<file path="config.mk">
export PLATFORM = sky130hd
export DESIGN_NAME = fan_boost_safeguard
export DESIGN_NICKNAME = d
export VERILOG_FILES = /design/src/sv/fbs_pkg.sv /design/src/sv/fbs_ctrl.sv /design/src/sv/fbs_dp.sv /design/src/sv/fan_boost_safeguard.sv
export SDC_FILE = /design/constraint.sdc
export NUM_CORES = 2
export LEC_CHECK = 0
export ABC_AREA = 1
export BUFFER_PORTS_ARGS = -buffer_cell sky130_fd_sc_hd__buf_2
export CAP_MARGIN = 20
export CORE_UTILIZATION = 45
export DETAILED_ROUTE_END_ITERATION = 8
export HOLD_SLACK_MARGIN = 0.1
export SYNTH_ARGS = -nofsm -noshare
export SYNTH_HDL_FRONTEND = slang
export SYNTH_SLANG_ARGS = --single-unit
</file>
<file path="constraint.sdc">
create_clock -name i_clk -period 12.75 [get_ports i_clk]
set_input_delay 3.1875 -clock i_clk [delete_from_list [all_inputs] [get_ports i_clk]]
set_output_delay 3.1875 -clock i_clk [all_outputs]
set_load 0.005 [all_outputs]
</file>
<file path="src/sv/fbs_pkg.sv">
// fbs_pkg: shared types and constants for the fan boost safeguard.
// Holds controller states, controller/datapath command and status structs, timing constants.
// No dependencies.
`timescale 1ns / 1ps
`default_nettype none

package fbs_pkg;

    // controller states
    typedef enum logic [3:0] {
        S_IDLE,
        S_GATE,
        S_FILT,
        S_EVAL,
        S_DIV_T_LOAD,
        S_DIV_T,
        S_DIV_H_LOAD,
        S_DIV_H,
        S_DECIDE,
        S_EMIT
    } t_state;

    // commands from controller to datapath
    typedef struct packed {
        logic capture;
        logic gate;
        logic filt;
        logic eval;
        logic div_load;
        logic div_sel;
        logic div_step;
        logic decide;
        logic out_load;
    } t_dp_cmd;

    // status from datapath to controller
    typedef struct packed {
        logic done;
        logic emit;
        logic div_last;
        logic out_free;
    } t_dp_stat;

    // result kinds
    localparam logic KIND_BOOST   = 1'b0;
    localparam logic KIND_RESTORE = 1'b1;

    // divider selects
    localparam logic SEL_TEMP = 1'b0;
    localparam logic SEL_HUM  = 1'b1;

    // register indexes
    localparam logic [1:0] REG_GUARD_ENABLE = 2'd0;
    localparam logic [1:0] REG_TEMP_LIMIT   = 2'd1;
    localparam logic [1:0] REG_HUM_LIMIT    = 2'd2;

    // register reset values
    localparam logic       GUARD_ENABLE_RST = 1'b0;
    localparam logic [7:0] TEMP_LIMIT_RST   = 8'd60;
    localparam logic [6:0] HUM_LIMIT_RST    = 7'd80;

    // timing in milliseconds
    localparam logic [31:0] TICK_GAP_MS = 32'd2000;
    localparam logic [31:0] ACTIVATE_MS = 32'd30000;
    localparam logic [31:0] CLEAR_MS    = 32'd90000;
    localparam logic [31:0] INVALID_MS  = 32'd60000;
    localparam logic [31:0] CMD_GAP_MS  = 32'd15000;

    // speed shaping
    localparam logic [7:0] BOOST_OFFSET = 8'd20;
    localparam logic [7:0] RAMP_STEP    = 8'd10;
    localparam logic [7:0] SPEED_MAX    = 8'd100;

    // hysteresis floors (clear margin times 20)
    localparam logic [15:0] TEMP_CLR_FLOOR = 16'd60;
    localparam logic [15:0] HUM_CLR_FLOOR  = 16'd100;

    // quotient bits of the severity divider
    localparam int unsigned DIV_BITS = 7;

endpackage

`default_nettype wire

</file>
<file path="src/sv/fbs_ctrl.sv">
// fbs_ctrl: sequencer for the fan boost safeguard.
// Steps each tick through gate, filter, evaluate, divide, decide and emit; gate or evaluate can end it early.
// Depends on fbs_pkg.
`timescale 1ns / 1ps
`default_nettype none

module fbs_ctrl (
    input  wire               i_clk,
    input  wire               i_rst_n,
    input  wire               i_in_valid,
    output logic              o_in_stall,
    input  fbs_pkg::t_dp_stat i_stat,
    output fbs_pkg::t_dp_cmd  o_cmd
);

    fbs_pkg::t_state r_state;
    fbs_pkg::t_state n_state;

    // state register
    always_ff @(posedge i_clk) begin
        if (!i_rst_n) begin
            r_state <= fbs_pkg::S_IDLE;
        end else begin
            r_state <= n_state;
        end
    end

    // next state
    always_comb begin
        n_state = r_state;
        unique case (r_state)
            fbs_pkg::S_IDLE: begin
                if (i_in_valid) n_state = fbs_pkg::S_GATE;
            end
            fbs_pkg::S_GATE: begin
                if (i_stat.done) begin
                    n_state = i_stat.emit ? fbs_pkg::S_EMIT : fbs_pkg::S_IDLE;
                end else begin
                    n_state = fbs_pkg::S_FILT;
                end
            end
            fbs_pkg::S_FILT: n_state = fbs_pkg::S_EVAL;
            fbs_pkg::S_EVAL: begin
                if (i_stat.done) begin
                    n_state = i_stat.emit ? fbs_pkg::S_EMIT : fbs_pkg::S_IDLE;
                end else begin
                    n_state = fbs_pkg::S_DIV_T_LOAD;
                end
            end
            fbs_pkg::S_DIV_T_LOAD: n_state = fbs_pkg::S_DIV_T;
            fbs_pkg::S_DIV_T: begin
                if (i_stat.div_last) n_state = fbs_pkg::S_DIV_H_LOAD;
            end
            fbs_pkg::S_DIV_H_LOAD: n_state = fbs_pkg::S_DIV_H;
            fbs_pkg::S_DIV_H: begin
                if (i_stat.div_last) n_state = fbs_pkg::S_DECIDE;
            end
            fbs_pkg::S_DECIDE: begin
                n_state = i_stat.emit ? fbs_pkg::S_EMIT : fbs_pkg::S_IDLE;
            end
            fbs_pkg::S_EMIT: begin
                if (i_stat.out_free) n_state = fbs_pkg::S_IDLE;
            end
            default: n_state = fbs_pkg::S_IDLE;
        endcase
    end

    // outputs
    always_comb begin
        o_cmd      = '0;
        o_in_stall = 1'b1;
        unique case (r_state)
            fbs_pkg::S_IDLE: begin
                o_in_stall    = 1'b0;
                o_cmd.capture = i_in_valid;
            end
            fbs_pkg::S_GATE:   o_cmd.gate = 1'b1;
            fbs_pkg::S_FILT:   o_cmd.filt = 1'b1;
            fbs_pkg::S_EVAL:   o_cmd.eval = 1'b1;
            fbs_pkg::S_DIV_T_LOAD: begin
                o_cmd.div_load = 1'b1;
                o_cmd.div_sel  = fbs_pkg::SEL_TEMP;
            end
            fbs_pkg::S_DIV_T:  o_cmd.div_step = 1'b1;
            fbs_pkg::S_DIV_H_LOAD: begin
                o_cmd.div_load = 1'b1;
                o_cmd.div_sel  = fbs_pkg::SEL_HUM;
            end
            fbs_pkg::S_DIV_H:  o_cmd.div_step = 1'b1;
            fbs_pkg::S_DECIDE: o_cmd.decide = 1'b1;
            fbs_pkg::S_EMIT:   o_cmd.out_load = i_stat.out_free;
            default: o_cmd = '0;
        endcase
    end

`ifndef SYNTHESIS
    // at most one datapath phase at a time
    a_one_phase: assert property (@(posedge i_clk) disable iff (!i_rst_n)
        $onehot0({o_cmd.capture, o_cmd.gate, o_cmd.filt, o_cmd.eval, o_cmd.div_load,
                  o_cmd.div_step, o_cmd.decide, o_cmd.out_load}))
        else $error("fbs_ctrl: overlapping datapath phases");

    // an accepted transaction enters the gate phase
    a_accept_gate: assert property (@(posedge i_clk) disable iff (!i_rst_n)
        (i_in_valid && !o_in_stall) |=> (r_state == fbs_pkg::S_GATE))
        else $error("fbs_ctrl: accepted transaction not gated");

    // a pending result waits while the output slot is full
    a_emit_hold: assert property (@(posedge i_clk) disable iff (!i_rst_n)
        (r_state == fbs_pkg::S_EMIT && !i_stat.out_free) |=> (r_state == fbs_pkg::S_EMIT))
        else $error("fbs_ctrl: pending result dropped");
`endif

endmodule

`default_nettype wire

</file>
<file path="src/sv/fbs_dp.sv">
// fbs_dp: datapath of the fan boost safeguard.
// Holds filters, timers, learned base speed, severity divider and the output slot.
// Depends on fbs_pkg; driven by fbs_ctrl.
`timescale 1ns / 1ps
`default_nettype none

module fbs_dp #(
    parameter int unsigned SAMPLE_FRAC_BITS = 6
) (
    input  wire                i_clk,
    input  wire                i_rst_n,
    input  fbs_pkg::t_dp_cmd   i_cmd,
    output fbs_pkg::t_dp_stat  o_stat,
    input  wire                i_guard_enable,
    input  wire  [7:0]         i_temp_limit,
    input  wire  [6:0]         i_hum_limit,
    input  wire  [31:0]        i_now_ms,
    input  wire                i_fan_valid,
    input  wire  [6:0]         i_fan_speed,
    input  wire                i_fan_on,
    input  wire                i_temp_ok,
    input  wire signed [14:0]  i_temp_sample,
    input  wire                i_hum_ok,
    input  wire  [12:0]        i_hum_sample,
    output logic               o_out_valid,
    input  wire                i_out_stall,
    output logic               o_cmd_kind,
    output logic [6:0]         o_cmd_speed,
    output logic               o_cmd_on,
    output logic               o_boost_active,
    output logic signed [14:0] o_temp_filtered,
    output logic [12:0]        o_hum_filtered
);

    // filter scale shift and wide compare width
    localparam int unsigned SH = SAMPLE_FRAC_BITS + 8;
    localparam int unsigned XW = SH + 32;

    // captured transaction
    logic [31:0]        r_now;
    logic               r_mv;
    logic [6:0]         r_speed;
    logic               r_on;
    logic               r_tok;
    logic signed [14:0] r_ts;
    logic               r_hok;
    logic [12:0]        r_hs;

    // persistent state
    logic               r_guard;
    logic               r_primed;
    logic signed [23:0] r_tavg;
    logic signed [23:0] r_havg;
    logic [6:0]         r_base;
    logic               r_base_on;
    logic [6:0]         r_prev;
    logic [31:0]        r_last_tick;
    logic [31:0]        r_above;
    logic [31:0]        r_below;
    logic [31:0]        r_invalid;
    logic [31:0]        r_last_cmd;

    // divider
    logic               r_div_sel;
    logic               r_div_zero;
    logic               r_div_sat;
    logic [14:0]        r_div_rem;
    logic [7:0]         r_div_den;
    logic [6:0]         r_div_q;
    logic [2:0]         r_div_cnt;
    logic [6:0]         r_sev_t;
    logic [6:0]         r_sev_h;

    // pending result and output slot
    logic               r_res_kind;
    logic [6:0]         r_res_speed;
    logic               r_res_on;
    logic               r_res_active;
    logic               r_out_valid;
    logic               r_out_kind;
    logic [6:0]         r_out_speed;
    logic               r_out_on;
    logic               r_out_active;
    logic signed [14:0] r_out_tf;
    logic [12:0]        r_out_hf;

    // effective limits
    logic [7:0] lim_t;
    logic [7:0] lim_h;
    assign lim_t = (i_temp_limit == 8'd0) ? 8'd1 : i_temp_limit;
    assign lim_h = (i_hum_limit == 7'd0) ? 8'd1 : {1'b0, i_hum_limit};

    // gate phase decisions
    logic [31:0] since_tick;
    logic [31:0] since_inv;
    logic        gap_skip;
    logic        early;
    logic        restore_early;
    logic        learn_early;
    logic        no_sensor;
    logic        restore_inv;
    logic        gate_done;
    logic        gate_emit;

    always_comb begin
        since_tick    = r_now - r_last_tick;
        since_inv     = r_now - r_invalid;
        gap_skip      = (r_last_tick != 32'd0) && (since_tick < fbs_pkg::TICK_GAP_MS);
        early         = !i_guard_enable || !r_mv;
        restore_early = early && r_guard && r_mv;
        learn_early   = early && r_mv && !r_guard;
        no_sensor     = !r_tok && !r_hok;
        restore_inv   = !early && no_sensor && r_guard && (r_invalid != 32'd0)
                        && (since_inv >= fbs_pkg::INVALID_MS);
        gate_done     = gap_skip || early || no_sensor;
        gate_emit     = !gap_skip && (restore_early || restore_inv);
    end

    // EMA step: avg + floor(46 * ((s << 8) - avg) / 256)
    logic signed [31:0] ema_t_d;
    logic signed [31:0] ema_t_p;
    logic signed [31:0] ema_t_n;
    logic signed [31:0] ema_h_d;
    logic signed [31:0] ema_h_p;
    logic signed [31:0] ema_h_n;

    always_comb begin
        ema_t_d = ($signed(32'(r_ts)) <<< 8) - $signed(32'(r_tavg));
        ema_t_p = ema_t_d * 32'sd46;
        ema_t_n = $signed(32'(r_tavg)) + (ema_t_p >>> 8);
        ema_h_d = $signed(32'({r_hs, 8'b0})) - $signed(32'(r_havg));
        ema_h_p = ema_h_d * 32'sd46;
        ema_h_n = $signed(32'(r_havg)) + (ema_h_p >>> 8);
    end

    // thresholds and hysteresis levels
    logic signed [XW-1:0] tavg_x;
    logic signed [XW-1:0] havg_x;
    logic signed [XW-1:0] t_thr;
    logic signed [XW-1:0] h_thr;
    logic [15:0]          t_mx;
    logic [15:0]          h_mx;
    logic signed [15:0]   t_k;
    logic signed [15:0]   h_k;
    logic signed [XW-1:0] t_lvl;
    logic signed [XW-1:0] h_lvl;
    logic                 below_t;
    logic                 below_h;
    logic                 exceeded;
    logic                 clear;

    always_comb begin
        tavg_x   = $signed(XW'(r_tavg));
        havg_x   = $signed(XW'(r_havg));
        t_thr    = $signed(XW'(lim_t) << SH);
        h_thr    = $signed(XW'(lim_h) << SH);
        t_mx     = (lim_t > 8'(fbs_pkg::TEMP_CLR_FLOOR)) ? 16'(lim_t) : fbs_pkg::TEMP_CLR_FLOOR;
        h_mx     = (lim_h > 8'(fbs_pkg::HUM_CLR_FLOOR)) ? 16'(lim_h) : fbs_pkg::HUM_CLR_FLOOR;
        t_k      = $signed(16'(16'(lim_t) * 16'd20) - t_mx);
        h_k      = $signed(16'(16'(lim_h) * 16'd20) - h_mx);
        t_lvl    = $signed(XW'(t_k)) <<< SH;
        h_lvl    = $signed(XW'(h_k)) <<< SH;
        below_t  = ((tavg_x <<< 4) + (tavg_x <<< 2)) <= t_lvl;
        below_h  = ((havg_x <<< 4) + (havg_x <<< 2)) <= h_lvl;
        exceeded = (r_tok && (tavg_x >= t_thr)) || (r_hok && (havg_x >= h_thr));
        clear    = (!r_tok || below_t) && (!r_hok || below_h);
    end

    // evaluate phase timers
    logic [31:0] above_eff;
    logic [31:0] below_a;
    logic [31:0] below_eff;
    logic        activate;
    logic        guard_eff;
    logic        clear_elapsed;
    logic        eval_done;
    logic        eval_emit;

    always_comb begin
        if (exceeded) begin
            above_eff = (r_above == 32'd0) ? r_now : r_above;
        end else begin
            above_eff = 32'd0;
        end
        below_a       = exceeded ? 32'd0 : r_below;
        below_eff     = (below_a == 32'd0) ? r_now : below_a;
        activate      = !r_guard && (above_eff != 32'd0)
                        && ((r_now - above_eff) >= fbs_pkg::ACTIVATE_MS);
        guard_eff     = r_guard || activate;
        clear_elapsed = (below_eff != 32'd0) && ((r_now - below_eff) >= fbs_pkg::CLEAR_MS);
        eval_done     = !guard_eff || clear;
        eval_emit     = guard_eff && clear && clear_elapsed;
    end

    // divider setup: severity = floor(((avg - L*U) * 100 / U) / L)
    logic signed [XW-1:0] dv_avg;
    logic signed [XW-1:0] dv_thr;
    logic [7:0]           dv_lim;
    logic signed [XW-1:0] dv_diff;
    logic signed [XW-1:0] dv_x100;
    logic signed [XW-1:0] dv_dd;
    logic [14:0]          dv_cap;
    logic [14:0]          dv_trial;
    logic [14:0]          dv_rem_n;
    logic [6:0]           dv_q_n;
    logic [6:0]           dv_sev;

    always_comb begin
        dv_avg   = (i_cmd.div_sel == fbs_pkg::SEL_HUM) ? havg_x : tavg_x;
        dv_thr   = (i_cmd.div_sel == fbs_pkg::SEL_HUM) ? h_thr : t_thr;
        dv_lim   = (i_cmd.div_sel == fbs_pkg::SEL_HUM) ? lim_h : lim_t;
        dv_diff  = dv_avg - dv_thr;
        dv_x100  = (dv_diff <<< 6) + (dv_diff <<< 5) + (dv_diff <<< 2);
        dv_dd    = dv_x100 >>> SH;
        dv_cap   = 15'(dv_lim) * 15'd100;
        // one restoring step
        dv_trial = 15'(r_div_den) << r_div_cnt;
        dv_rem_n = r_div_rem;
        dv_q_n   = r_div_q;
        if (r_div_rem >= dv_trial) begin
            dv_rem_n           = r_div_rem - dv_trial;
            dv_q_n[r_div_cnt]  = 1'b1;
        end
        if (r_div_zero) begin
            dv_sev = 7'd0;
        end else if (r_div_sat) begin
            dv_sev = 7'(fbs_pkg::SPEED_MAX);
        end else begin
            dv_sev = dv_q_n;
        end
    end

    // decide phase: shape boost speed
    logic [6:0] sev;
    logic [7:0] want_sum;
    logic [7:0] want_a;
    logic [7:0] want_b;
    logic [7:0] want_c;
    logic [7:0] ramp_top;
    logic [7:0] target;
    logic [7:0] spd8;
    logic [7:0] diff;
    logic       dec_emit;

    always_comb begin
        sev      = (r_sev_h > r_sev_t) ? r_sev_h : r_sev_t;
        spd8     = 8'(r_speed);
        want_sum = 8'(r_base) + fbs_pkg::BOOST_OFFSET + 8'(sev);
        want_a   = (want_sum > fbs_pkg::SPEED_MAX) ? fbs_pkg::SPEED_MAX : want_sum;
        want_b   = (want_a < 8'(r_base)) ? 8'(r_base) : want_a;
        want_c   = (want_b < spd8) ? spd8 : want_b;
        ramp_top = 8'(r_prev) + fbs_pkg::RAMP_STEP;
        target   = want_c;
        if (r_prev != 7'd0 && target > ramp_top) target = ramp_top;
        if (target > fbs_pkg::SPEED_MAX) target = fbs_pkg::SPEED_MAX;
        diff     = (target >= spd8) ? (target - spd8) : (spd8 - target);
        dec_emit = !((diff < 8'd2) && r_on)
                   && !((r_last_cmd != 32'd0)
                        && ((r_now - r_last_cmd) < fbs_pkg::CMD_GAP_MS));
    end

    // restore request in this cycle
    logic do_restore;
    assign do_restore = (i_cmd.gate && gate_emit) || (i_cmd.eval && eval_emit);

    // status
    always_comb begin
        o_stat          = '0;
        o_stat.done     = (i_cmd.gate && gate_done) || (i_cmd.eval && eval_done);
        o_stat.emit     = (i_cmd.gate && gate_emit) || (i_cmd.eval && eval_emit)
                          || (i_cmd.decide && dec_emit);
        o_stat.div_last = (r_div_cnt == 3'd0);
        o_stat.out_free = !r_out_valid || !i_out_stall;
    end

    // capture transaction fields
    always_ff @(posedge i_clk) begin
        if (i_cmd.capture) begin
            r_now   <= i_now_ms;
            r_mv    <= i_fan_valid;
            r_speed <= (i_fan_speed > 7'(fbs_pkg::SPEED_MAX)) ? 7'(fbs_pkg::SPEED_MAX)
                                                              : i_fan_speed;
            r_on    <= i_fan_on;
            r_tok   <= i_temp_ok;
            r_ts    <= i_temp_sample;
            r_hok   <= i_hum_ok;
            r_hs    <= i_hum_sample;
        end
    end

    // safeguard state
    always_ff @(posedge i_clk) begin
        if (!i_rst_n) begin
            r_guard     <= 1'b0;
            r_primed    <= 1'b0;
            r_tavg      <= '0;
            r_havg      <= '0;
            r_base      <= '0;
            r_base_on   <= 1'b0;
            r_prev      <= '0;
            r_last_tick <= '0;
            r_above     <= '0;
            r_below     <= '0;
            r_invalid   <= '0;
            r_last_cmd  <= '0;
        end else begin
            // gate: stamp tick, learn base, clear timers when disabled, track invalid sensor time
            if (i_cmd.gate && !gap_skip) begin
                r_last_tick <= r_now;
                if (learn_early) begin
                    r_base    <= r_speed;
                    r_base_on <= r_on;
                    r_prev    <= r_speed;
                end
                if (early && !i_guard_enable) begin
                    r_above <= '0;
                    r_below <= '0;
                end
                if (!early && no_sensor && r_invalid == 32'd0) r_invalid <= r_now;
                if (!early && !no_sensor) r_invalid <= '0;
            end
            // filter: prime or advance, learn base while idle
            if (i_cmd.filt) begin
                if (!r_primed) begin
                    r_tavg   <= r_tok ? ($signed(24'(r_ts)) <<< 8) : 24'sd0;
                    r_havg   <= r_hok ? $signed(24'({r_hs, 8'b0})) : 24'sd0;
                    r_primed <= 1'b1;
                end else begin
                    if (r_tok) r_tavg <= ema_t_n[23:0];
                    if (r_hok) r_havg <= ema_h_n[23:0];
                end
                if (!r_guard) begin
                    r_base    <= r_speed;
                    r_base_on <= r_on;
                    r_prev    <= r_speed;
                end
            end
            // evaluate: hold timers and activation
            if (i_cmd.eval) begin
                r_above <= above_eff;
                r_guard <= guard_eff;
                if (activate) r_last_cmd <= '0;
                if (guard_eff) begin
                    r_below <= clear ? below_eff : 32'd0;
                end else begin
                    r_below <= below_a;
                end
            end
            // decide: record boost transaction
            if (i_cmd.decide && dec_emit) begin
                r_last_cmd <= r_now;
                r_prev     <= target[6:0];
            end
            // restore: drop everything but the filters
            if (do_restore) begin
                r_guard     <= 1'b0;
                r_base_on   <= 1'b0;
                r_base      <= '0;
                r_prev      <= '0;
                r_last_tick <= '0;
                r_above     <= '0;
                r_below     <= '0;
                r_invalid   <= '0;
                r_last_cmd  <= '0;
            end
        end
    end

    // severity divider, one quotient bit per cycle
    always_ff @(posedge i_clk) begin
        if (!i_rst_n) begin
            r_div_cnt <= '0;
        end else if (i_cmd.div_load) begin
            r_div_cnt <= 3'(fbs_pkg::DIV_BITS - 1);
        end else if (i_cmd.div_step && r_div_cnt != 3'd0) begin
            r_div_cnt <= r_div_cnt - 3'd1;
        end
    end

    always_ff @(posedge i_clk) begin
        if (i_cmd.div_load) begin
            r_div_sel  <= i_cmd.div_sel;
            r_div_zero <= dv_avg < dv_thr;
            r_div_sat  <= dv_dd >= $signed(XW'(dv_cap));
            r_div_rem  <= dv_dd[14:0];
            r_div_den  <= dv_lim;
            r_div_q    <= '0;
        end else if (i_cmd.div_step) begin
            r_div_rem <= dv_rem_n;
            r_div_q   <= dv_q_n;
            if (r_div_cnt == 3'd0) begin
                if (r_div_sel == fbs_pkg::SEL_HUM) begin
                    r_sev_h <= dv_sev;
                end else begin
                    r_sev_t <= dv_sev;
                end
            end
        end
    end

    // pending result
    always_ff @(posedge i_clk) begin
        if (do_restore) begin
            r_res_kind   <= fbs_pkg::KIND_RESTORE;
            r_res_speed  <= r_base;
            r_res_on     <= r_base_on;
            r_res_active <= 1'b0;
        end else if (i_cmd.decide && dec_emit) begin
            r_res_kind   <= fbs_pkg::KIND_BOOST;
            r_res_speed  <= target[6:0];
            r_res_on     <= 1'b1;
            r_res_active <= 1'b1;
        end
    end

    // rounded filter values
    logic signed [24:0] t_round;
    logic signed [24:0] h_round;
    always_comb begin
        t_round = ($signed(25'(r_tavg)) + 25'sd128) >>> 8;
        h_round = ($signed(25'(r_havg)) + 25'sd128) >>> 8;
    end

    // output slot
    always_ff @(posedge i_clk) begin
        if (!i_rst_n) begin
            r_out_valid <= 1'b0;
        end else if (i_cmd.out_load) begin
            r_out_valid <= 1'b1;
        end else if (!i_out_stall) begin
            r_out_valid <= 1'b0;
        end
    end

    always_ff @(posedge i_clk) begin
        if (i_cmd.out_load) begin
            r_out_kind   <= r_res_kind;
            r_out_speed  <= r_res_speed;
            r_out_on     <= r_res_on;
            r_out_active <= r_res_active;
            r_out_tf     <= t_round[14:0];
            r_out_hf     <= h_round[12:0];
        end
    end

    assign o_out_valid     = r_out_valid;
    assign o_cmd_kind      = r_out_kind;
    assign o_cmd_speed     = r_out_speed;
    assign o_cmd_on        = r_out_on;
    assign o_boost_active  = r_out_active;
    assign o_temp_filtered = r_out_tf;
    assign o_hum_filtered  = r_out_hf;

`ifndef SYNTHESIS
    // a boost transaction always enables the fans with the safeguard active
    a_boost_fields: assert property (@(posedge i_clk) disable iff (!i_rst_n)
        (o_out_valid && o_cmd_kind == fbs_pkg::KIND_BOOST) |-> (o_cmd_on && o_boost_active))
        else $error("fbs_dp: boost result with bad enable or active flag");

    // a restore transaction leaves the safeguard inactive
    a_restore_inactive: assert property (@(posedge i_clk) disable iff (!i_rst_n)
        (o_out_valid && o_cmd_kind == fbs_pkg::KIND_RESTORE) |-> !o_boost_active)
        else $error("fbs_dp: restore result flagged active");

    // commanded speed stays in range
    a_speed_range: assert property (@(posedge i_clk) disable iff (!i_rst_n)
        o_out_valid |-> (o_cmd_speed <= 7'd100))
        else $error("fbs_dp: commanded speed above full scale");
`endif

endmodule

`default_nettype wire

</file>
<file path="src/sv/fan_boost_safeguard.sv">
// fan_boost_safeguard: duct temperature and humidity safeguard for an extraction fan group.
// Top level: configuration registers, controller fbs_ctrl and datapath fbs_dp.
// Depends on fbs_pkg, fbs_ctrl, fbs_dp.
//
// Usage:
//   Input channel (i_in_valid / o_in_stall) carries one service tick per transaction:
//   timestamp, fan group state and duct samples. Output channel (o_out_valid /
//   i_out_stall) carries at most one fan command per tick: boost or restore-to-base,
//   plus the filtered duct values.
//   A tick ends at the gate phase, at the evaluate phase, or after the severity
//   division (two 7-bit restoring divisions, one quotient bit per cycle, each after
//   its own setup state); a tick that emits a command then passes through the emit
//   state into the output register. One tick is in work at a time; o_in_stall stays
//   high until it finishes.
//   The output register holds a command while i_out_stall is high; the next tick is
//   still accepted and runs until it has a command of its own to hand over.
//   Reset (synchronous, active low) clears the safeguard state, filters and timers and
//   loads the register defaults: safeguard off, 60 C, 80 %rh.
//   Registers (APB, 4-byte stride): 0 guard_enable, 1 temp_limit, 2 hum_limit. Write
//   them only while no tick is in work.
`timescale 1ns / 1ps
`default_nettype none

module fan_boost_safeguard #(
    parameter int unsigned SAMPLE_FRAC_BITS = 6
) (
    input  wire                i_clk,
    input  wire                i_rst_n,
    // configuration
    input  wire                psel,
    input  wire                penable,
    input  wire                pwrite,
    input  wire  [3:0]         paddr,
    input  wire  [31:0]        pwdata,
    output logic [31:0]        prdata,
    output logic               pready,
    // tick input
    input  wire                i_in_valid,
    output logic               o_in_stall,
    input  wire  [31:0]        i_now_ms,
    input  wire                i_fan_valid,
    input  wire  [6:0]         i_fan_speed,
    input  wire                i_fan_on,
    input  wire                i_temp_ok,
    input  wire signed [14:0]  i_temp_sample,
    input  wire                i_hum_ok,
    input  wire  [12:0]        i_hum_sample,
    // command output
    output logic               o_out_valid,
    input  wire                i_out_stall,
    output logic               o_cmd_kind,
    output logic [6:0]         o_cmd_speed,
    output logic               o_cmd_on,
    output logic               o_boost_active,
    output logic signed [14:0] o_temp_filtered,
    output logic [12:0]        o_hum_filtered
);

    logic       r_guard_enable;
    logic [7:0] r_temp_limit;
    logic [6:0] r_hum_limit;
    logic       cfg_wr;

    assign pready = 1'b1;
    assign cfg_wr = psel && penable && pwrite;

    // register writes
    always_ff @(posedge i_clk) begin
        if (!i_rst_n) begin
            r_guard_enable <= fbs_pkg::GUARD_ENABLE_RST;
            r_temp_limit   <= fbs_pkg::TEMP_LIMIT_RST;
            r_hum_limit    <= fbs_pkg::HUM_LIMIT_RST;
        end else if (cfg_wr) begin
            unique case (paddr[3:2])
                fbs_pkg::REG_GUARD_ENABLE: r_guard_enable <= pwdata[0];
                fbs_pkg::REG_TEMP_LIMIT:   r_temp_limit   <= pwdata[7:0];
                fbs_pkg::REG_HUM_LIMIT:    r_hum_limit    <= pwdata[6:0];
                default: ;
            endcase
        end
    end

    // register reads
    always_comb begin
        unique case (paddr[3:2])
            fbs_pkg::REG_GUARD_ENABLE: prdata = 32'(r_guard_enable);
            fbs_pkg::REG_TEMP_LIMIT:   prdata = 32'(r_temp_limit);
            fbs_pkg::REG_HUM_LIMIT:    prdata = 32'(r_hum_limit);
            default:                   prdata = 32'd0;
        endcase
    end

    fbs_pkg::t_dp_cmd  cmd;
    fbs_pkg::t_dp_stat stat;

    fbs_ctrl u_ctrl (
        .i_clk      (i_clk),
        .i_rst_n    (i_rst_n),
        .i_in_valid (i_in_valid),
        .o_in_stall (o_in_stall),
        .i_stat     (stat),
        .o_cmd      (cmd)
    );

    fbs_dp #(
        .SAMPLE_FRAC_BITS (SAMPLE_FRAC_BITS)
    ) u_dp (
        .i_clk           (i_clk),
        .i_rst_n         (i_rst_n),
        .i_cmd           (cmd),
        .o_stat          (stat),
        .i_guard_enable  (r_guard_enable),
        .i_temp_limit    (r_temp_limit),
        .i_hum_limit     (r_hum_limit),
        .i_now_ms        (i_now_ms),
        .i_fan_valid     (i_fan_valid),
        .i_fan_speed     (i_fan_speed),
        .i_fan_on        (i_fan_on),
        .i_temp_ok       (i_temp_ok),
        .i_temp_sample   (i_temp_sample),
        .i_hum_ok        (i_hum_ok),
        .i_hum_sample    (i_hum_sample),
        .o_out_valid     (o_out_valid),
        .i_out_stall     (i_out_stall),
        .o_cmd_kind      (o_cmd_kind),
        .o_cmd_speed     (o_cmd_speed),
        .o_cmd_on        (o_cmd_on),
        .o_boost_active  (o_boost_active),
        .o_temp_filtered (o_temp_filtered),
        .o_hum_filtered  (o_hum_filtered)
    );

endmodule

`default_nettype wire
</file>
# Word level (Yosys, flattened, before mapping)
# Cells that the tools add are included.
[word_totals] register_bits=415 input_bits=114 out_inout_bits=73 wordCells=306
[classes] addsub=25 multipliers=5 n_lt_le_gt_ge=25 eq_ne=18 shift=1 n_mux=82 bitwise=4 n_reduce_logical=101
[op_table] cell="$mux 32" n=15
[op_table] cell="$reduce_bool 32->1" n=5
[op_table] cell="$sub 32x32->32" n=5
[op_table] cell="$mux 24" n=5
[op_table] cell="$mux 7" n=16
[op_table] cell="$logic_not 32->1" n=3
[op_table] cell="$add 46x46->46" n=2
[op_table] cell="$mux 8" n=10
[op_table] cell="$mul 25x6->31 const B" n=2
[op_table] cell="$add 28x26->29" n=2
[op_table] cell="$le 29x28->1" n=2
[op_table] cell="$add 24x24->24" n=2
[op_table] cell="$lt 46x23->1" n=1
[op_table] cell="$mux 46" n=1
[op_table] cell="$mux 15" n=3
[op_table] cell="$sub 44x44->44" n=1
[op_table] cell="$pmux 4 s10" n=1
[op_table] cell="$logic_and 1x1->1" n=36
[op_table] cell="$ge 32x15->1 const B" n=1
[op_table] cell="$ge 32x16->1" n=1
[op_table] cell="$ge 32x16->1 const B" n=1
[op_table] cell="$ge 32x17->1 const B" n=1
[op_table] cell="$lt 32x11->1 const B" n=1
[op_table] cell="$lt 32x14->1 const B" n=1
[op_table] cell="59 further kinds" n=143

# Logic depth before layout (Yosys ltp)
[logic_depth] word_depth=25 depth_mapped=76 ltp_nobuf=73

# Modules after synthesis
# A second synthesis with hierarchy kept.
[hier_totals] hier_cells=6469 hier_area_um2=46718.6
[modules_own_cells] mod="fbs_dp" instances=1 cells_each=6250 area_each_um2=45348.5 seq_area_each_um2=9479.1
[modules_own_cells] mod="fan_boost_safeguard" instances=1 cells_each=152 area_each_um2=992.2 seq_area_each_um2=320.3
[modules_own_cells] mod="fbs_ctrl" instances=1 cells_each=67 area_each_um2=377.9 seq_area_each_um2=80.1

# Worst setup path after synthesis
# OpenSTA, ideal clock, no wires.
[synth_timing] path_type="reg2reg" start="register u_dp.r_sev_h[2]" end="register u_dp.r_last_cmd[10]" setup_time_ps=66 t_arrival_ps=9975 required_ps=12684 path_slack_ps=2709 stages_incl_launch_ff=62 n_path_buf=6 period_less_slack_ps=10041 path_cell_list="edfxtp_1 ha_1 a21oi_1 o21ai_0 nand2_1 o211ai_1 nand2_1 clkbuf_1 a21oi_1 ha_1 ha_1 fa_1 xor2_1 nor2_1 nand3_1 nand3_1 nand2_1 or2_2 (+26 left out) nand2_1 nand2_1 inv_1 ha_1 clkbuf_1 nand2_1 nor2_1 nand4_1 nand3_1 o21ai_0 xor2_1 nor4_1 nand3b_1 nand3_1 clkbuf_1 clkbuf_1 nand3_1 a21oi_2"
[synth_between] elab_chain_len=23 elab_cells_between_ends=27 classes_between="add/sub: 3; order compare: 8; mux: 8; reduce/logical: 8"
[synth_lines] item="start: declaration" line="fbs_dp.sv:72" text="logic [6:0] r_sev_h;"
[synth_lines] item="start signal: assignment" line="fbs_dp.sv:393" text="r_sev_h <= dv_sev;"
[synth_lines] item="$gt 7x7->1" line="fbs_dp.sv:246" text="sev = (r_sev_h > r_sev_t) ? r_sev_h : r_sev_t;"
[synth_lines] item="$mux 7 *" line="fbs_dp.sv:246"
[synth_lines] item="$add 8x7->8 *" line="fbs_dp.sv:248" text="want_sum = 8'(r_base) + fbs_pkg::BOOST_OFFSET + 8'(sev);"
[synth_lines] item="$gt 8x7->1" line="fbs_dp.sv:249" text="want_a = (want_sum > fbs_pkg::SPEED_MAX) ? fbs_pkg::SPEED_MAX : want_sum;"
[synth_lines] item="$mux 8 *" line="fbs_dp.sv:249"
[synth_lines] item="$lt 8x7->1" line="fbs_dp.sv:250" text="want_b = (want_a < 8'(r_base)) ? 8'(r_base) : want_a;"
[synth_lines] item="$mux 8 *" line="fbs_dp.sv:250"
[synth_lines] item="$lt 8x7->1" line="fbs_dp.sv:251" text="want_c = (want_b < spd8) ? spd8 : want_b;"
[synth_lines] item="(+7 left out)"
[synth_lines] item="$mux 8 *" line="fbs_dp.sv:256" text="diff = (target >= spd8) ? (target - spd8) : (spd8 - target);"
[synth_lines] item="$lt 8x2->1 *" line="fbs_dp.sv:257" text="dec_emit = !((diff < 8'd2) && r_on)"
[synth_lines] item="$logic_and 1x1->1 *" line="fbs_dp.sv:257"
[synth_lines] item="$logic_not 1->1 *" line="fbs_dp.sv:257"
[synth_lines] item="$logic_and 1x1->1 *" line="fbs_dp.sv:258" text="&& !((r_last_cmd != 32'd0)"
[synth_lines] item="$logic_and 1x1->1 *" line="fbs_dp.sv:350" text="if (i_cmd.decide && dec_emit) begin"
[synth_lines] item="$reduce_bool 2->1 (no source line)"
[synth_lines] item="$reduce_and 2->1 (no source line)"
[synth_lines] item="end signal: assignment" line="fbs_dp.sv:351" text="r_last_cmd <= r_now;"
[synth_lines] item="end: declaration" line="fbs_dp.sv:61" text="logic [31:0] r_last_cmd;"
# Mark *: on every way between the ends. The rest lies on a longest branch, timed or not.
# A chain may end at the register's enable or synchronous reset.

# Worst setup path after layout
[layout_timing] start="register u_dp.r_sev_h[6]" end="register u_dp.r_last_cmd[27]"
# Same word-level chain as after synthesis.

==> summary.md <==
| Metric | Value |
|---|---|
| CTS tree | `yes` |
| Hold-fix buffers, CTS | `0` |
| Unrepaired setup endpoints after global routing | `false` |
| Fraction of layout cells with a size suffix above 1 | `0.0703` |
| Core footprint | `approximately 0.10 mm²` |
| Synth top area share | `0.168` |
| CTS root buf | `clkbuf_16` |
| DP Cell Count | `just under 8000` |
| Final setup TNS | `0 ns` |
| Synth area leader | `ha_1` |
| Crit path DAT | `12.16 ns` |
| Status | `finished, final reports clean` |
| Skew final | `between 0.02 and 0.03 ns` |
| Clk network pwr share | `0.257` |
| Final Hold Vio Count | `0` |
| Synth cell types | `between 50 and 60` |
| Clk sink count | `415` |
| Row count | `~120` |
| Via-per-instance ratio | `5.30` |
| CP max FO | `33` |
| Synth Flop Type | `dfxtp_1` |
| Hold Slack | `0.419 ns` |
| Max-slew violation count | `0` |
| Share of synthesized registers carrying an async set or reset | `0` |
| Reg power frac | `0.238` |
| First-pass GRT wire length | `211000 µm` |
| Layout area overhead | `8.28%` |
| Die area | `around 0.10 mm²` |
| Final Wtd Congestion | `0.906` |
| Leakage power | `about 24 nW` |
| FF+latch count, synth | `~420` |
| Commonest cells in the netlist | `1310 x nand2_1, 1030 x inv_1, 627 x ha_1` |
| Fmax | `0.0859 GHz` |
| DRC | `0` |
| Crit end category | `flip-flop` |
| Clk_lat worst skew | `~0.67 ns` |
| Net count, final | `~7400` |
| Top-count cell post-synth | `nand2_1` |
| Die X-Extent | `324 µm` |
| Maximum VDD drop | `0.000151 V` |
| Number of buffer and inverter stages on the critical path | `3` |
| Clk pin slew, worst setup/hold paths | `0.05 ns` |
| CTS Buffer Depth | `3` |
| Initial Util | `0.456` |
| TritonRoute pass-1 iters | `6` |
| Die span in y | `324 µm` |
| Synthesized instance count | `6441` |
| Hold depth | `0` |
| Reg-to-Reg Start | `u_dp.r_sev_h[6]$_DFFE_PP_` |
| Final worst-path cycle share | `0.913` |
| Internal | `3.44 mW` |
| Setup violators final | `0` |
| Reg2reg path depth | `60` |
| Number of global-route vias before repair | `40200` |
| Cts bufs inserted | `53` |
| EDFF count, synth | `157` |
| Max_slew headroom | `0.277` |
| Delay of the slowest critical-path stage | `0.41 ns` |
| Tot Pwr | `6.02 mW` |
| H-tree levels | `2` |
| Final non-filler cell total | `7959` |
| Post-Syn Area | `0.0466 mm²` |
| Reg2Reg Setup Slack | `1.11 ns` |
| Hold Path Class | `flip-flop to flip-flop` |
| # port buffers | `roughly 140` |
| Syn. warnings | `0` |
| Via count | `42200` |
| Detail Route Antenna Nets | `0` |
| I/O pin count | `approximately 190` |
| Reg-to-reg endpoint | `u_dp.r_last_cmd[27]$_SDFFE_PP0P_` |
| Mapped Avg Cell Area | `7.23 µm²` |
| HP Start | `u_dp.r_res_on$_SDFFCE_PN1N_` |
| Largest net degree at the start of global routing | `87` |
| Pwr/cell area | `~120 mW/mm²` |
| Net Sw Frac | `0.429` |
| Minimum clock period | `11.64 ns` |
| Initial antenna violation count | `5` |
| Post-cts resize count | `0` |
| Hold EP | `u_dp.o_cmd_on$_DFFE_PP_` |
| CP max stage cell | `fa_1` |
| Final Core Density | `0.493` |
| Iter 0 DRT Violations | `between 2000 and 3000` |
| DR WL/cell | `16.6 µm` |
| Logic pwr share | `0.505` |
| Crit path required time | `13.26 ns` |
| Worst setup SP type | `flip-flop` |
| Crit path max-delay family | `simple AND/OR/NAND/NOR gates` |
| Net Sw Power | `approximately 2.6 mW` |
| Post-DP HPWL | `103000 µm` |
| Top cell by count, worst path | `nand2_1` |
| GR Overflow Total | `0` |
| Worst-Margin Slew | `1.07 ns` |
| Post-CTS Setup Repair Bufs | `0` |
| Sequential area share after synthesis | `0.212` |
| Critical path type | `flip-flop to flip-flop` |
| Max-cap viol count | `0` |
| Final WL | `132000 µm` |
| Synth top area cells | `ha_1 17%, dfxtp_1 11%, nand2_1 11%, edfxtp_1 10%, inv_1 8.3%` |
| Tot GR Track Use | `0.251` |
[layer usage]
| metal | track usage | share of wire |
|---|---|---|
| met1 | 0.334 | 0.46 |
| met2 | 0.430 | 0.47 |
| met3 | 0.0292 | 0.048 |
| met4 | 0.0615 | 0.024 |
| met5 | 0 | 0.000098 |
[how the worst max path moves through the flow]
stage / startpoint / end / slack (ns) / cells past startpoint
floorplan: u_dp.r_sev_h[2]$_DFFE_PP_ / u_dp.r_last_cmd[10]$_SDFFE_PP0P_ / 2.71 / 61
CTS: u_dp.r_sev_h[2]$_DFFE_PP_ / u_dp.r_res_speed[0]$_DFFE_PN_ / 0.83 / 61
global route: u_dp.r_sev_h[2]$_DFFE_PP_ / u_dp.r_last_cmd[0]$_SDFFE_PP0P_ / 0.04 / 62
global placement: u_dp.r_sev_h[2]$_DFFE_PP_ / u_dp.r_res_speed[3]$_DFFE_PN_ / 0.88 / 61
finish: u_dp.r_sev_h[6]$_DFFE_PP_ / u_dp.r_last_cmd[27]$_SDFFE_PP0P_ / 1.11 / 60
detailed placement: u_dp.r_sev_h[2]$_DFFE_PP_ / u_dp.r_res_speed[5]$_DFFE_PN_ / 0.85 / 61
[stage by stage]
step	instance area [µm²]	setup WS (ns)
after global routing	50400	0.0438
after floorplan	46700	2.71
final	50400	1.11
after CTS	50400	0.825
after detailed placement	48700	0.847
after global placement	48600	0.877
[state kept, by name (all words and copies together) (netlist names), 24 cells and up, named ones only]
register          cells
u_dp.r_havg          24
u_dp.r_now           32
u_dp.r_tavg          24
u_dp.r_above         32
u_dp.r_invalid       32
u_dp.r_last_tick     32
u_dp.r_last_cmd      32
u_dp.r_below         32
[cell families (layout without fill, tap and decap cells)]
group	count (synthesis)	in the layout	synth area share
xor+xnor	379	379	0.0713
simple gates	2306	2306	0.209
mux	5	5	0.00107
compound gates	1353	1353	0.173
fa+ha+maj	771	771	0.230
flops	415	415	0.212
other cells	2	30	0.000161
buf+inv	1210	1332	0.103
[area by class of cell]
cell class / instances / area [µm²]
Timing Repair Buffer: 187 / 1100
Multi-Input combinational cell: 4842 / 32000
Clock inverter: 32 / 329
Clock buffer: 67 / 1420
Sequential cell: 415 / 9880
Antenna cell: 2 / 5.00
Tap cell: 1368 / 1710
Fill cell: 10400 / 51800
Inverter: 1046 / 3930
[cell usage in the layout (no fill, tap or decap), types with 87 or more instances in the layout]
cell,instances
nand2_1,1308
inv_1,1029
ha_1,627
a21oi_1,604
nor2_1,367
nand3_1,367
o21ai_0,304
dfxtp_1,258
xor2_1,256
edfxtp_1,157
fa_1,144
buf_2,136
xnor2_1,123
a21oi_2,120
nand4_1,87
[power by group through the flow]
stage	logic, mW	registers (mW)	clock network, mW
3_5_place_dp	3.03	1.46	0
2_1_floorplan	2.39	1.46	0
6_report	3.04	1.43	1.55
3_3_place_gp	3.00	1.46	0
4_1_cts	3.05	1.43	1.58
5_1_grt	3.51	1.44	1.62
No activity file was read; power rests on OpenSTA's default activity.
